--- src/lps_pkg.sv ---
`timescale 1ns / 1ps
`default_nettype none
// ----------------------------------------------------------------------------
// Line pixel stepper package
// Action and direction codes shared by the line stepper.
// ----------------------------------------------------------------------------
package lps_pkg;

	localparam int unsigned COLOR_BITS = 16;

	typedef logic [1:0] dir_t;

	localparam dir_t DIR_NONE = 2'b00;
	localparam dir_t DIR_UP   = 2'b01;
	localparam dir_t DIR_DOWN = 2'b11;

	localparam logic ACT_LOAD = 1'b0;
	localparam logic ACT_STEP = 1'b1;

endpackage : lps_pkg
`default_nettype wire

--- src/line_pixel_stepper.sv ---
`timescale 1ns / 1ps
`default_nettype none
// ----------------------------------------------------------------------------
// Line pixel stepper
// Error-accumulation line rasteriser: load beats set up a line, step beats on
// an active line return one pixel each.
// ----------------------------------------------------------------------------
// One command beat is taken per clock unless stalled. A load beat sets up
// the deltas, directions and error accumulators in the cycle it is accepted
// and gives no pixel. A step beat on an active line produces its pixel in the
// output register on the following edge while the stepper state advances in
// the same cycle, so an unstalled stream of step beats gives one pixel per
// clock. The only stall is a full output register whose pixel is not being
// taken. Step beats on an idle line are consumed without a pixel.
// ----------------------------------------------------------------------------
module line_pixel_stepper #(
	parameter int unsigned COORD_BITS = 10
) (
	input  wire                           clk,
	input  wire                           arst_n,

	input  wire                           cmd_valid,
	output logic                          cmd_ready,
	input  wire                           action,
	input  wire  [COORD_BITS-1:0]         x_start,
	input  wire  [COORD_BITS-1:0]         y_start,
	input  wire  [COORD_BITS-1:0]         x_end,
	input  wire  [COORD_BITS-1:0]         y_end,
	input  wire  [lps_pkg::COLOR_BITS-1:0] pixel_color,

	output logic                          pix_valid,
	input  wire                           pix_ready,
	output logic [COORD_BITS-1:0]         pixel_x,
	output logic [COORD_BITS-1:0]         pixel_y,
	output logic [lps_pkg::COLOR_BITS-1:0] out_color,
	output logic                          last_pixel
);

	localparam int unsigned EW = COORD_BITS + 2;
	localparam int unsigned LW = COORD_BITS + 1;

	logic [COORD_BITS-1:0]          col_q, row_q;
	logic [EW-1:0]                  col_err_q, row_err_q;
	logic [COORD_BITS-1:0]          dx_q, dy_q, span_q;
	lps_pkg::dir_t                  col_dir_q, row_dir_q;
	logic [LW-1:0]                  left_q;
	logic [lps_pkg::COLOR_BITS-1:0] color_q;
	logic                           active_q;
	logic                           pix_valid_q;

	logic                           acc, load_fire, step_fire, is_last;
	logic [COORD_BITS-1:0]          ld_dx, ld_dy, ld_span;
	lps_pkg::dir_t                  ld_col_dir, ld_row_dir;
	logic [EW-1:0]                  col_sum, row_sum, span_ext;
	logic [EW-1:0]                  col_err_nxt, row_err_nxt;
	logic [COORD_BITS-1:0]          col_nxt, row_nxt;

	function automatic logic [COORD_BITS-1:0] axis_move(
		input logic [COORD_BITS-1:0] pos,
		input lps_pkg::dir_t         dir
	);
		logic [COORD_BITS-1:0] res;
		case (dir)
			lps_pkg::DIR_UP:   res = pos + COORD_BITS'(1);
			lps_pkg::DIR_DOWN: res = pos - COORD_BITS'(1);
			default:           res = pos;
		endcase
		return res;
	endfunction

	assign cmd_ready = !pix_valid_q || pix_ready;
	assign acc       = cmd_valid && cmd_ready;
	assign load_fire = acc && (action == lps_pkg::ACT_LOAD);
	assign step_fire = acc && (action == lps_pkg::ACT_STEP) && active_q;
	assign is_last   = (left_q <= LW'(1));

	// load set-up
	always_comb begin
		if (x_end > x_start) begin
			ld_dx      = x_end - x_start;
			ld_col_dir = lps_pkg::DIR_UP;
		end else if (x_end == x_start) begin
			ld_dx      = '0;
			ld_col_dir = lps_pkg::DIR_NONE;
		end else begin
			ld_dx      = x_start - x_end;
			ld_col_dir = lps_pkg::DIR_DOWN;
		end
		if (y_end > y_start) begin
			ld_dy      = y_end - y_start;
			ld_row_dir = lps_pkg::DIR_UP;
		end else if (y_end == y_start) begin
			ld_dy      = '0;
			ld_row_dir = lps_pkg::DIR_NONE;
		end else begin
			ld_dy      = y_start - y_end;
			ld_row_dir = lps_pkg::DIR_DOWN;
		end
		ld_span = (ld_dx > ld_dy) ? ld_dx : ld_dy;
	end

	// error step
	always_comb begin
		span_ext = EW'(span_q);
		col_sum  = col_err_q + EW'(dx_q);
		row_sum  = row_err_q + EW'(dy_q);
		if (col_sum > span_ext) begin
			col_err_nxt = col_sum - span_ext;
			col_nxt     = axis_move(col_q, col_dir_q);
		end else begin
			col_err_nxt = col_sum;
			col_nxt     = col_q;
		end
		if (row_sum > span_ext) begin
			row_err_nxt = row_sum - span_ext;
			row_nxt     = axis_move(row_q, row_dir_q);
		end else begin
			row_err_nxt = row_sum;
			row_nxt     = row_q;
		end
	end

	always_ff @(posedge clk or negedge arst_n) begin
		if (!arst_n) begin
			col_q     <= '0;
			row_q     <= '0;
			col_err_q <= '0;
			row_err_q <= '0;
			dx_q      <= '0;
			dy_q      <= '0;
			span_q    <= '0;
			col_dir_q <= lps_pkg::DIR_NONE;
			row_dir_q <= lps_pkg::DIR_NONE;
			left_q    <= '0;
			color_q   <= '0;
			active_q  <= 1'b0;
		end else if (load_fire) begin
			col_q     <= x_start;
			row_q     <= y_start;
			col_err_q <= '0;
			row_err_q <= '0;
			dx_q      <= ld_dx;
			dy_q      <= ld_dy;
			span_q    <= ld_span;
			col_dir_q <= ld_col_dir;
			row_dir_q <= ld_row_dir;
			left_q    <= LW'(ld_span) + LW'(1);
			color_q   <= pixel_color;
			active_q  <= 1'b1;
		end else if (step_fire) begin
			col_q     <= col_nxt;
			row_q     <= row_nxt;
			col_err_q <= col_err_nxt;
			row_err_q <= row_err_nxt;
			if (is_last) begin
				left_q   <= '0;
				active_q <= 1'b0;
			end else begin
				left_q   <= left_q - LW'(1);
			end
		end
	end

	// output register
	always_ff @(posedge clk or negedge arst_n) begin
		if (!arst_n) begin
			pix_valid_q <= 1'b0;
		end else if (step_fire) begin
			pix_valid_q <= 1'b1;
		end else if (pix_ready) begin
			pix_valid_q <= 1'b0;
		end
	end

	always_ff @(posedge clk) begin
		if (step_fire) begin
			pixel_x    <= col_q;
			pixel_y    <= row_q;
			out_color  <= color_q;
			last_pixel <= is_last;
		end
	end

	assign pix_valid = pix_valid_q;

	a_err_bounded: assert property (@(posedge clk) disable iff (!arst_n)
		(col_err_q <= EW'(span_q)) && (row_err_q <= EW'(span_q)))
		else $error("error accumulator above span");

	a_active_count: assert property (@(posedge clk) disable iff (!arst_n)
		active_q |-> (left_q != '0))
		else $error("active line with no pixels left");

	a_last_ends: assert property (@(posedge clk) disable iff (!arst_n)
		(step_fire && is_last) |=> !active_q)
		else $error("line still active after last pixel");

	a_load_arms: assert property (@(posedge clk) disable iff (!arst_n)
		load_fire |=> (active_q && (col_err_q == '0) && (row_err_q == '0)))
		else $error("load did not arm the line");

	a_pix_source: assert property (@(posedge clk) disable iff (!arst_n)
		$rose(pix_valid_q) |-> $past(step_fire))
		else $error("pixel without a step beat");

endmodule : line_pixel_stepper
`default_nettype wire
--- config.mk ---
export PLATFORM = sky130hd
export DESIGN_NAME = line_pixel_stepper
export DESIGN_NICKNAME = d
export VERILOG_FILES = /design/src/lps_pkg.sv /design/src/line_pixel_stepper.sv
export SDC_FILE = /design/constraint.sdc
export NUM_CORES = 1
export LEC_CHECK = 0
export BUFFER_PORTS_ARGS = -buffer_cell sky130_fd_sc_hd__buf_4
export CAP_MARGIN = 20
export CORE_MARGIN = 2
export CORE_UTILIZATION = 50
export DETAILED_ROUTE_END_ITERATION = 10
export PLACE_DENSITY = 0.67
export SLEW_MARGIN = 20
export SYNTH_ARGS = -nofsm -noshare
export SYNTH_HDL_FRONTEND = slang
export SYNTH_SLANG_ARGS = --single-unit
--- constraint.sdc ---
create_clock -name clk -period 10.2 [get_ports clk]
set_clock_uncertainty 0.1 [all_clocks]
set_input_delay 2.04 -clock clk [delete_from_list [all_inputs] [get_ports clk]]
set_output_delay 2.04 -clock clk [all_outputs]
set_load 0.005 [all_outputs]
== Word level (Yosys, flattened, before mapping) ==
Cells that the tools add are included.

* Magnitude comparators: 6
* Reduce and logical (&&, ||, !) cells: 16
* Equal/unequal tests: 6
* Muxes and demuxes: 31
* Add/sub/neg operators: 14
* Bitwise gates (word level): 1

{| class="wikitable"
|+ Operators with widths
! kind !! number
|-
| two-way mux 10 bit || 11
|-
| two-way mux 12 bit || 6
|-
| case mux 10 bit (2 select lines) || 2
|-
| subtractor 10 bit || 4
|-
| two-way mux 11 bit || 3
|-
| greater-than comparator 10 bit || 3
|-
| adder 12 x 10 -> 12 bit || 2
|-
| greater-than comparator 12 x 10 -> 1 bit || 2
|-
| subtractor 12 x 10 -> 12 bit || 2
|-
| adder 10 x 1 -> 10 bit, second input constant || 2
|-
| equality test 10 bit || 2
|-
| subtractor 10 x 1 -> 10 bit, second input constant || 2
|-
| adder 10 x 1 -> 11 bit, second input constant || 1
|-
| <= comparator 11 x 1 -> 1 bit, second input constant || 1
|-
| subtractor 11 x 1 -> 11 bit, second input constant || 1
|-
| nonzero test 2 bit || 5
|-
| two-way mux 2 bit || 4
|-
| AND reduction 3 bit || 2
|-
| nonzero test 3 bit || 2
|-
| two-way mux 1 bit || 5
|-
| equality test 2 x 1 -> 1 bit, second input constant || 2
|-
| equality test 2 bit, second input constant || 2
|-
| logical AND 1 bit || 4
|-
| AND reduction 2 bit || 1
|-
| other kinds (3) || 3
|}

* Word-level logic and storage cells: 91
* Register bits: 144
* Output and inout port bits: 39
* Input bits: 61

== Logic depth before layout (Yosys ltp) ==
Gate-level depths: netlist (run 1).

* Depth in word-level cells: 7
* Mapped depth: 24
* Depth with buffers taken out: 23

== Worst setup path after synthesis (run 1) ==
Ideal clock, no wire load.

* Kind: input to register
* From: input port x_end[0]
* To: register left_q[8]
* Buffers on the path: 1
* Required time: 9.963 ns
* Stages: 23
* Setup slack: 3.475 ns
* Setup time: 0.137 ns
* Arrival: 6.488 ns
* Path through: inv_1 -> ha_1 -> inv_1 -> fa_1 -> a21oi_2 -> o221ai_2 -> a21oi_4 -> mux2i_1 -> o22ai_1 -> mux2_2 -> inv_1 -> ha_1 -> a21o_1 -> a21oi_1 -> nand2_1 -> o31ai_2 -> clkbuf_1 -> mux2_2 -> ha_1 -> and2_4 -> nand3_1 -> xor2_1 -> a21oi_1

* Cells in the longest elaborated chain, start to end: 7

{| class="wikitable"
|+ RTL lines
! item !! RTL line !! RTL
|-
| start: declaration || line_pixel_stepper.sv:27 || <nowiki>input wire [COORD_BITS-1:0] x_end,</nowiki>
|-
| subtractor 10 bit or equality test 10 bit (tied branches) || line_pixel_stepper.sv:86, line_pixel_stepper.sv:82 ||
|-
| two-way mux 10 bit || line_pixel_stepper.sv:82 || <nowiki>end else if (x_end == x_start) begin</nowiki>
|-
| two-way mux 10 bit * || line_pixel_stepper.sv:79 || <nowiki>if (x_end > x_start) begin</nowiki>
|-
| named net ld_dx[7] || line_pixel_stepper.sv:52 || <nowiki>logic [COORD_BITS-1:0] ld_dx, ld_dy, ld_span;</nowiki>
|-
| greater-than comparator 10 bit * || line_pixel_stepper.sv:99 || <nowiki>ld_span = (ld_dx > ld_dy) ? ld_dx : ld_dy;</nowiki>
|-
| two-way mux 10 bit * || line_pixel_stepper.sv:99 ||
|-
| named net ld_span[1] || line_pixel_stepper.sv:52 ||
|-
| adder 10 x 1 -> 11 bit * || line_pixel_stepper.sv:147 || <nowiki>left_q <= LW'(ld_span) + LW'(1);</nowiki>
|-
| two-way mux 11 bit * || line_pixel_stepper.sv:137 || <nowiki>end else if (load_fire) begin</nowiki>
|-
| end signal: assignment || line_pixel_stepper.sv:147 ||
|-
| end signal: assignment || line_pixel_stepper.sv:159 || <nowiki>left_q <= left_q - LW'(1);</nowiki>
|-
| end: declaration || line_pixel_stepper.sv:46 || <nowiki>logic [LW-1:0] left_q;</nowiki>
|}

The timed path passes the listed nets; every way through them passes the cells marked *.
A chain may end at the register's enable or synchronous reset.

== Final worst setup path (run 1) ==
Ends and elaborated chain as after synthesis.

==> metrics.md, run 1 <==
| Metric | Value |
|---|---|
| Outcome | finished, final reports clean |
| Setup crit end kind | flop |
| Syn nets | 1344 |
| IO Pins | 100 |
| Mean Syn Cell Area | 8.96 um2 |
| Hold Crit Class | reg -> reg |
| Final #Nets | 1427 |
| PortBufs | 99 |
| Commonest register cell after synthesis | dfrtp_1 |
| Cell Rows | 52 |
| Cells after Synth | 1166 |
| CTS sink count | 144 |
| Max-slew violations | 0 |
| Post-cts hold buffer count | 0 |
| Setup Fix Bufs, Post-CTS | 0 |
| Drt drc | 0 |
| Pwr dens | 301 nW/um2 |
| CTS buffer count | 17 |
| Post-synth EDFFs | 37 |
| Clock Latency Late Sink | 0.43 ns |
| Clock buffer depth | 2 |
| Synth area leader | dfrtp_1 |
| Part of the cycle the worst path needs | 63.8% |
| Minimum clock period after layout | 6.50 ns |
| Leak | 5.71 nW |
| Wire per inst | 16.8 um |
| CP required | 10.38 ns |
| Post-Place Cells | 1500 |
| Layout cells sized above 1 | 14.5% |
| Synth cell types | 85 |
| RePlAce Congestion | 0.902 |
| H-tree levels | 4 |
| Arrival time at the worst endpoint | 6.69 ns |
| Asr flop ratio synth | 74.3% |
| Count of warnings emitted by yosys | 0 |
| CTS tree | yes |
| Grt total ovfl | 0 |
| RSZ-0062 raised after global routing | false |
| Post-CTS Resized | 0 |
| Final core occ | 58.8% |
| Slew margin rel. | 47.7% |
| Hold Startpoint | color_q[7]$_DFFE_PN0P_ |
| First-pass GRT wire length | 42000 um |
| Post-synth top area share | 25.6% |
| WS Path Type | in -> reg |
| Commonest non-fill, non-tap cell in the layout | nand2_1 |
| N_diodes | 0 |
| Initial core utilization | 51.3% |
| CORE AREA | 20400 um2 |
| Pin count of the biggest net entering global routing | 62 |
| Reg2Reg Launch Point | row_err_q[0]$_DFFE_PN0P_ |
| Slew @ Worst Pin | 0.784 ns |
| Flops & latches, synth | 144 |
| Final hold vios | 0 |
| Fmax | 0.154 GHz |
| CP Launch Type | input port |
| Via/cell ratio | 5.63 |
| Setup slack after layout | 3.70 ns |
| Die height | 149 um |
| Highest-count cells in the layout ignoring fill and taps | nand2_1 (189), ha_1 (107), dfrtp_1 (107) |
| Seq/Total Area, Yosys | 36.3% |
| Starting DRT DRC Count | 481 |
| Non-Filler Instances | 1532 |
| Critical path startpoint | x_end[0] |
| Wirelength, routed | 25800 um |
| Area contributors post-synth | dfrtp_1 (26%), ha_1 (13%), edfxtp_1 (11%) |
| Final setup viols | 0 |
| Area grow syn2layout | 14.6% |
| Detailed Routing Iterations Pass 1 | 5 |
| Mapped cell area | 10400 um2 |
| Half-perimeter wire length after placement | 19000 um |
| Post-Place Setup Slack | 3.34 ns |
| VDD IR max | 0.154 mV |
| Clock root buffer | clkbuf_16 |
| Max_cap viols | 0 |
| Post-route ant nets | 0 |
| Die Span X | 149 um |
| All-Layer GR Usage | 24.0% |
| Initial antenna violation count | 0 |
| Setup tns final | 0 ns |
| Vias | 8625 |
| DIE AREA | 22100 um2 |
| CP Max Fanout | 18 |
| Vias in the first global route | 8400 |
| Worst-path clk slew | 0.07 ns |
| WHS | 0.348 ns |
[report_power, final]
part / total (mW) / leakage, nW / switching (mW) / internal (mW)
combinational: 2.12 / 3.79 / 1.20 / 0.914
clock: 0.599 / 0.265 / 0.281 / 0.318
sequential: 0.887 / 1.66 / 0.118 / 0.769
total: 3.60 / 5.71 / 1.60 / 2.00
[layout make-up]
cell class	count	area [um2]
multi-input combinational	886	6140
tap	270	338
timing repair buffer	107	811
clock buffer	17	425
fill	1859	8390
sequential	144	3790
clock inverter	15	125
inverter	93	349
[metrics by stage]
stage          total power, mW  area (um2)
2_1_floorplan             2.53       10400
3_3_place_gp              2.95       11400
3_5_place_dp              2.99       11400
4_1_cts                   3.61       12000
5_1_grt                   3.93       12000
6_report                  3.60       12000
[routing by layer]
metal / GRT usage, % / wire [um] / vias to the layer above
met2: 40.4 / 12500 / 184
met4: 5.52 / 333 / 0
li1: - / - / 4272
met5: 0 / 0 / -
met3: 3.87 / 912 / 27
met1: 32.7 / 12100 / 4142
[logic make-up after synthesis]
group / Yosys count / synth area share (%)
fa+ha+maj: 117 / 14.7
buf+inv: 136 / 5.11
compound gates: 312 / 19.6
simple gates: 368 / 16.0
flops: 144 / 36.3
xor+xnor: 51 / 4.28
mux: 38 / 3.98
[worst max-delay path, stage by stage]
cell and delay [ns]:
buf_4 0.11, inv_1 0.05, ha_1 0.14, inv_1 0.08, fa_1 0.41, a21oi_2 0.23
o221ai_2 0.17, a21oi_4 0.35, mux2i_1 0.37, o22ai_1 0.14, mux2_2 0.30, inv_1 0.05
ha_1 0.19, a21o_1 0.17, a21oi_1 0.20, nand2_1 0.09, o31ai_2 0.25, buf_4 0.29
mux2_2 0.38, ha_1 0.22, and2_4 0.16, nand3_1 0.07, xor2_1 0.15, a21oi_1 0.08
[state kept, by name (all words and copies together), names as in the netlist]
signal,flops
last_pixel,1
pixel_x,10
col_err_q,12
dy_q,10
row_err_q,12
active_q,1
span_q,10
out_color,16
pixel_y,10
col_dir_q,2
row_q,10
col_q,10
color_q,16
dx_q,10
pix_valid,1
left_q,11
row_dir_q,2
[worst paths after layout]
path / end / slack [ns] / depth (start not counted)
max: left_q[8]$_DFFE_PN0P_ / 3.70 / 24
min: out_color[7]$_DFFE_PP_ / 0.35 / 0
max reg2reg: row_q[3]$_DFFE_PN0P_ / 5.07 / 16
min reg2reg: out_color[7]$_DFFE_PP_ / 0.35 / 0
max in group asynchronous: row_err_q[2]$_DFFE_PN0P_ / 7.23 / 2
min in group asynchronous: color_q[12]$_DFFE_PN0P_ / 1.56 / 1
[synth_stat cells (4+ instances only)]
cell,number
fa_1,10
a211oi_1,9
a21boi_0,5
mux2i_2,4
nand4_1,13
a221o_1,6
clkbuf_1,29
dfrtp_1,107
a22o_1,4
a21oi_1,68
inv_1,93
a21o_1,27
o22ai_1,6
nand3_1,22
nor2_1,52
nor3_1,26
buf_2,9
o21a_1,13
ha_1,107
xor2_1,20
mux2_2,6
o221ai_1,6
o21ai_1,6
o21ai_0,106
a31oi_1,5
and3_1,6
xnor2_1,31
nand2_1,189
o211ai_1,9
nand2b_1,16
mux2i_1,27
or3_1,5
nor4_1,5
nor2b_1,15
edfxtp_1,37
No activity file was read; power rests on OpenSTA's default activity.
==> run 2: changes to the inputs <==
- ABC_AREA: not set -> 1
- clock period: 10.2 -> 6.1 ns (I/O delays scaled with it)
==> run 2 against run 1 <==
  * Flip-flop and latch count is the same
  * Critical path type unchanged
  * Register-to-register slack lost 3.6 ns
  * Via count grew 20%
  * Largest cell class unchanged
  * Largest power group unchanged
  * Highest routed layer unchanged
  * Critical endpoint unchanged
  * Routed wire length grew 18%
  * Count of clock-buffer cells in the layout is the same
  * Utilization shrank 1.1 points
==> metrics.md, run 2 <==
| Metric | Value |
|---|---|
| Worst-path clk slew | 0.07 ns |
| Reg-to-reg critical path endpoint | col_q[0]$_DFFE_PN0P_ |
| Worst R2R Path Depth | 21 |
| Detailed Routing Iterations Pass 1 | 5 |
| Outcome | finished, final reports clean |
| Wirelength, routed | 30400 um |
| Non-Filler Instances | 1968 |
| Clock Latency Late Sink | 0.43 ns |
| WHS Path Cells | 0 |
| WS Path Type | in -> reg |
| Starting DRT DRC Count | 816 |
| Most common cell on crit path | nand3_1 |
| Wire per inst | 15.4 um |
| Grt total ovfl | 0 |
| Final #Nets | 1848 |
| Count of warnings emitted by yosys | 0 |
| Via/cell ratio | 5.26 |
| CTS buffer count | 17 |
| Setup crit end kind | flop |
| Initial antenna violation count | 0 |
| Flops & latches, synth | 144 |
| Commonest non-fill, non-tap cell in the layout | nand2_1 |
| Most frequent cell after synthesis | nand2_1 |
| Highest-count cells in the layout ignoring fill and taps | nand2_1 (512), inv_1 (187), nand3_1 (127) |
| CTS sink count | 144 |
| Part of the cycle the worst path needs | 86.2% |
| Drt drc | 0 |
| Pwr dens | 465 nW/um2 |
| Post-synth EDFFs | 37 |
| RePlAce Congestion | 0.922 |
| CP delay by family, top | simple AND/OR/NAND/NOR gates |
| Mean Syn Cell Area | 7.22 um2 |
| Leak | 6.99 nW |
| Max-slew violations | 0 |
| Max_cap viols | 0 |
| Setup tns final | 0 ns |
| Final setup viols | 0 |
| Final hold vios | 0 |
| H-tree levels | 4 |
| VDD IR max | 0.295 mV |
| All-Layer GR Usage | 25.7% |
| Area of the multi-input gates | 6730 um2 |
| Reg2Reg Launch Point | col_err_q[2]$_DFFE_PN0P_ |
| CP Max Fanout | 17 |
| Synth top cells by count | nand2_1 (512), inv_1 (189), nand3_1 (127) |
| Clock root buffer | clkbuf_16 |
| Slew @ Worst Pin | 0.866 ns |
| Seq/Total Area, Yosys | 33.1% |
| Cell Rows | 55 |
| CTS tree | yes |
| Post-route ant nets | 0 |
| Syn nets | 1763 |
| Hold Startpoint | color_q[9]$_DFFE_PN0P_ |
| N_diodes | 0 |
| Register area | 3790 um2 |
| Slew margin rel. | 42.3% |
| Setup Fix Bufs, Post-CTS | 0 |
| Non-Filler Cell Area, Final | 13000 um2 |
| Fmax | 0.190 GHz |
| Layout cells sized above 1 | 11.1% |
| RSZ-0062 raised after global routing | false |
| First-pass GRT wire length | 49300 um |
| Fill cells | 2197 |
| CP required | 6.35 ns |
| Initial core utilization | 50.7% |
| IO Pins | 100 |
| PortBufs | 99 |
| Area grow syn2layout | 13.8% |
| Post-synth top area share | 23.4% |
| WHS | 0.351 ns |
| CP Launch Type | input port |
| Post-cts hold buffer count | 0 |
| Total power | 6.06 mW |
| Mapped cell area | 11400 um2 |
| DIE AREA | 24100 um2 |
| Minimum clock period after layout | 5.26 ns |
| Hold Crit Endpoint | out_color[9]$_DFFE_PP_ |
| Area contributors post-synth | dfrtp_1 (23%), nand2_1 (17%), ha_1 (12%) |
| Pin count of the biggest net entering global routing | 62 |
| CORE AREA | 22600 um2 |
| Placed cell area | 12400 um2 |
| Worst path buffer plus inverter count | 5 |
| Vias | 10358 |
| Reg2Reg Setup Slack | 1.47 ns |
| Commonest register cell after synthesis | dfrtp_1 |
| Die Span X | 155 um |
| Vias in the first global route | 9725 |
| Post-CTS Resized | 0 |
| Slowest Stage Delay on Critical Path | 0.41 ns |
| Clock buffer depth | 2 |
| CP max stage cell | inv_1 |
| Biggest regs | color_q: 16 flops, out_color: 16 flops |
| Arrival time at the worst endpoint | 5.51 ns |
| Post-Place Cells | 1936 |
| Asr flop ratio synth | 74.3% |
| Cells after Synth | 1585 |
| Die height | 155 um |
| Synth area leader | dfrtp_1 |
| Hold Crit Class | reg -> reg |
| Synth cell types | 48 |
| Half-perimeter wire length after placement | 23400 um |
run 2: changes by cell type after synthesis, moves of 11 or more:
cell / before / now
nand2_1: 189 / 512
nand2b_1: 16 / 0
mux2i_1: 27 / 0
inv_1: 93 / 189
a21o_1: 27 / 4
nor2_1: 52 / 99
a21oi_1: 68 / 92
nor3_1: 26 / 12
xor2_1: 20 / 44
nand3_1: 22 / 127
nor2b_1: 15 / 0
o21a_1: 13 / 2
o21ai_0: 106 / 69
run 2: area by class of cell:
type	instances	area share [%]
Timing Repair Buffer	107	6.16
Inverter	199	5.73
Sequential cell	144	29.1
Tap cell	285	2.74
Multi-Input combinational cell	1201	51.7
Clock buffer	17	3.26
Clock inverter	15	1.39
run 2: metal layers:
| metal | track usage [%] | part of all wire, % | vias up |
|---|---|---|---|
| met2 | 41.9 | 47 | 224 |
| met5 | 0 | 0 | - |
| met3 | 3.26 | 4.0 | 30 |
| li1 | - | - | 5313 |
| met1 | 36.7 | 48 | 4791 |
| met4 | 5.72 | 1.3 | 0 |
run 2: how the worst max path moves through the flow:
stage | endpoint | from | slack, ns | cells past startpoint
4_1_cts | left_q[8]$_DFFE_PN0P_ | x_start[9] | 0.93 | 27
3_3_place_gp | left_q[6]$_DFFE_PN0P_ | y_start[7] | 0.66 | 28
5_1_grt | left_q[8]$_DFFE_PN0P_ | x_start[9] | 0.36 | 27
6_report | left_q[8]$_DFFE_PN0P_ | x_start[9] | 0.84 | 27
2_1_floorplan | left_q[6]$_DFFE_PN0P_ | y_end[0] | 1.55 | 23
3_5_place_dp | left_q[8]$_DFFE_PN0P_ | x_start[9] | 0.50 | 27
run 2: cells by family after synthesis:
family | after synthesis | synth area share [%]
AO/OA/AOI/OAI | 211 | 10.4
XOR/XNOR | 65 | 4.97
adder cells (fa/ha/maj) | 117 | 13.4
buffers and inverters | 240 | 8.20
flip-flops | 144 | 33.1
AND/OR/NAND/NOR | 808 | 29.9
run 2: where the power goes:
| group | internal, mW | total, mW | leakage, nW | switching [mW] |
|---|---|---|---|---|
| clock network | 0.556 | 1.07 | 0.296 | 0.509 |
| logic | 1.30 | 3.50 | 5.03 | 2.21 |
| registers | 1.29 | 1.49 | 1.67 | 0.203 |
| total | 3.14 | 6.06 | 6.99 | 2.92 |
run 2: stage by stage:
stage | setup slack, ns | util, %
2_1_floorplan | 1.55 | -
3_3_place_gp | 0.663 | 55.1
3_5_place_dp | 0.497 | 55.1
4_1_cts | 0.929 | 57.7
5_1_grt | 0.362 | 57.7
6_report | 0.841 | 57.7
==> run 3: changes to the inputs <==
--- a/config.mk
+++ b/config.mk
@@ -9,4 +9,5 @@
 export BUFFER_PORTS_ARGS = -buffer_cell sky130_fd_sc_hd__buf_4
 export CAP_MARGIN = 20
+export CORE_ASPECT_RATIO = 0.75
 export CORE_MARGIN = 2
 export CORE_UTILIZATION = 50
==> constraint.sdc (replaced) <==
create_clock -name clk -period 6.1 [get_ports clk]
set_clock_uncertainty 0.1 [all_clocks]
set_input_delay 1.22 -clock clk [delete_from_list [all_inputs] [get_ports clk]]
set_output_delay 1.22 -clock clk [all_outputs]
set_load 0.1 [all_outputs]
==> run 3 against run 2 <==
  * Die area about the same
  * Combinational power grew 7.4%
  * Critical path depth shrank 2
  * First-iteration DRC count increased by 7.4%
  * Utilization is 0.95 points higher
  * Count of clock-buffer cells in the layout rose by 3
  * Sequential share of layout area fell by 0.11 points
  * Global-route usage is 2.8 points higher
  * Largest cell class unchanged
  * Largest power group unchanged
  * Highest routed layer unchanged
==> metrics.md, run 3 (same netlist as run 2, synthesis figures left out) <==
| Metric | Value |
|---|---|
| Cell Rows | 47 |
| Max-slew violations | 0 |
| Placed cell area | 12500 um2 |
| Leak | 7.00 nW |
| Pin count of the biggest net entering global routing | 63 |
| Final hold vios | 0 |
| Clock Latency Late Sink | 0.45 ns |
| Commonest non-fill, non-tap cell in the layout | nand2_1 |
| Non-Filler Instances | 1979 |
| Reg2Reg Launch Point | col_err_q[2]$_DFFE_PN0P_ |
| Initial core utilization | 51.4% |
| CP Max Fanout | 17 |
| Post-CTS Resized | 0 |
| Setup crit end kind | flop |
| DIE AREA | 24100 um2 |
| Vias in the first global route | 9768 |
| Wirelength, routed | 32700 um |
| H-tree levels | 4 |
| Fmax | 0.186 GHz |
| CORE AREA | 22300 um2 |
| Die Span X | 179 um |
| Sw frac | 48.8% |
| Pwr dens | 488 nW/um2 |
| Die height | 135 um |
| Setup tns final | 0 ns |
| Vias | 10503 |
| Hold Crit Endpoint | out_color[15]$_DFFE_PP_ |
| Clock Power Share | 17.6% |
| Total net switching power | 3.11 mW |
| Power Internal | 3.27 mW |
| WHS | 0.346 ns |
| Routed met3 length | 2540 um |
| Initial antenna violation count | 2 |
| IO Pins | 100 |
| Final #Nets | 1849 |
| CP required | 6.33 ns |
| Clock buffer depth | 2 |
| CTS sink count | 144 |
| Starting DRT DRC Count | 876 |
| Outcome | finished, final reports clean |
| CTS tree | yes |
| PortBufs | 99 |
| Worst-path clk slew | 0.06 ns |
| WS Path Type | in -> reg |
| Highest-count cells in the layout ignoring fill and taps | nand2_1 (512), inv_1 (187), nand3_1 (127) |
| Drt drc | 0 |
| Max_cap viols | 0 |
| Hold Startpoint | color_q[15]$_DFFE_PN0P_ |
| Slew margin rel. | 46.0% |
| Final setup viols | 0 |
| Area grow syn2layout | 14.3% |
| Arrival time at the worst endpoint | 5.61 ns |
| All-Layer GR Usage | 28.5% |
| Post-cts hold buffer count | 0 |
| Hold Crit Class | reg -> reg |
| Biggest regs | color_q: 16 flops, out_color: 16 flops |
| WL met2 | 12800 um |
| WHS Path Cells | 0 |
| First-pass GRT wire length | 52400 um |
| Wire per inst | 16.5 um |
| Detailed Routing Iterations Pass 1 | 5 |
| VDD IR max | 0.265 mV |
| Worst R2R Path Depth | 20 |
| Layout cells sized above 1 | 10.9% |
| RSZ-0062 raised after global routing | false |
| Half-perimeter wire length after placement | 25700 um |
| CP Launch Type | input port |
| Clock root buffer | clkbuf_16 |
| Part of the cycle the worst path needs | 88.2% |
| Metal1 wirelength | 16800 um |
| Uppermost routed layer | met4 |
| Sequential Power Share | 23.5% |
| Slew @ Worst Pin | 0.811 ns |
| Minimum clock period after layout | 5.38 ns |
| Setup Fix Bufs, Post-CTS | 0 |
| Via/cell ratio | 5.31 |
| Reg2Reg Setup Slack | 1.53 ns |
| Reg-to-reg critical path endpoint | col_q[3]$_DFFE_PN0P_ |
| RePlAce Congestion | 0.997 |
| CTS buffer count | 17 |
| Non-Filler Cell Area, Final | 13100 um2 |
| Combinational Power Share | 58.9% |
| Post-Place Cells | 1946 |
| Grt total ovfl | 0 |
| Post-route ant nets | 0 |
-- run 3: cell types whose count changed in the layout (fill, tap and decap cells not counted), sizes merged, moves of 2 or more --
cell      change
clkinv        -5
bufinv        +4
inv           -4
clkbuf        +3
clkinvlp      +2
-- run 3: metrics by stage --
stage               power [mW]  util (%)  setup WS (ns)
finish                    6.38      58.7          0.721
global route              6.93      58.7          0.334
CTS                       6.35      58.7          0.839
detailed placement        5.21      55.9          0.357
global placement          5.16      55.9          0.551
floorplan                 4.33         -           1.55
-- run 3: final cells by class --
cell class                 instances  area [um2]
antenna                            1        2.50
clock buffer                      20         437
clock inverter                    12         179
fill                            2101        9210
inverter                         199         747
multi-input combinational       1201        6740
sequential                       144        3790
tap                              294         368
timing repair buffer             108         823
-- run 3: worst max-delay path by stage --
stage / endpoint / slack [ns] / cells past startpoint / start
global route: left_q[6]$_DFFE_PN0P_ / 0.33 / 25 / x_start[7]
finish: left_q[6]$_DFFE_PN0P_ / 0.72 / 25 / x_start[7]
CTS: left_q[6]$_DFFE_PN0P_ / 0.84 / 25 / x_start[7]
detailed placement: left_q[6]$_DFFE_PN0P_ / 0.36 / 25 / x_start[7]
global placement: left_q[6]$_DFFE_PN0P_ / 0.55 / 26 / x_start[7]
floorplan: left_q[6]$_DFFE_PN0P_ / 1.55 / 23 / y_end[0]
-- run 3: power groups by stage --
stage | clock network [mW] | registers (mW) | logic (mW)
after CTS | 1.13 | 1.50 | 3.72
final | 1.12 | 1.50 | 3.76
after global routing | 1.17 | 1.53 | 4.23
after detailed placement | 0 | 1.51 | 3.70
after floorplan | 0 | 1.64 | 2.69
after global placement | 0 | 1.50 | 3.65
-- run 3: worst max-delay path, stage by stage --
cell     delay [ns]
buf_4          0.11
inv_1          0.14
ha_1           0.35
nand2_1        0.11
nand2_1        0.09
a21oi_1        0.28
nand3_2        0.32
nor2_2         0.32
nand3_1        0.16
nand2_1        0.14
ha_1           0.17
nand2_1        0.07
nor2_1         0.17
nand3_1        0.10
nand3_1        0.11
nand2_2        0.22
inv_1          0.39
nand3_1        0.17
nand2_2        0.13
ha_1           0.20
nand3_1        0.14
nor2_4         0.16
a21oi_1        0.09
nor3b_1        0.20
nor2_1         0.06
-- run 3: layer usage --
metal / global-route usage (%) / vias up
li1: - / 5341
met1: 45.0 / 4785
met2: 39.3 / 337
met3: 5.60 / 40
met4: 7.05 / 0
met5: 0 / -
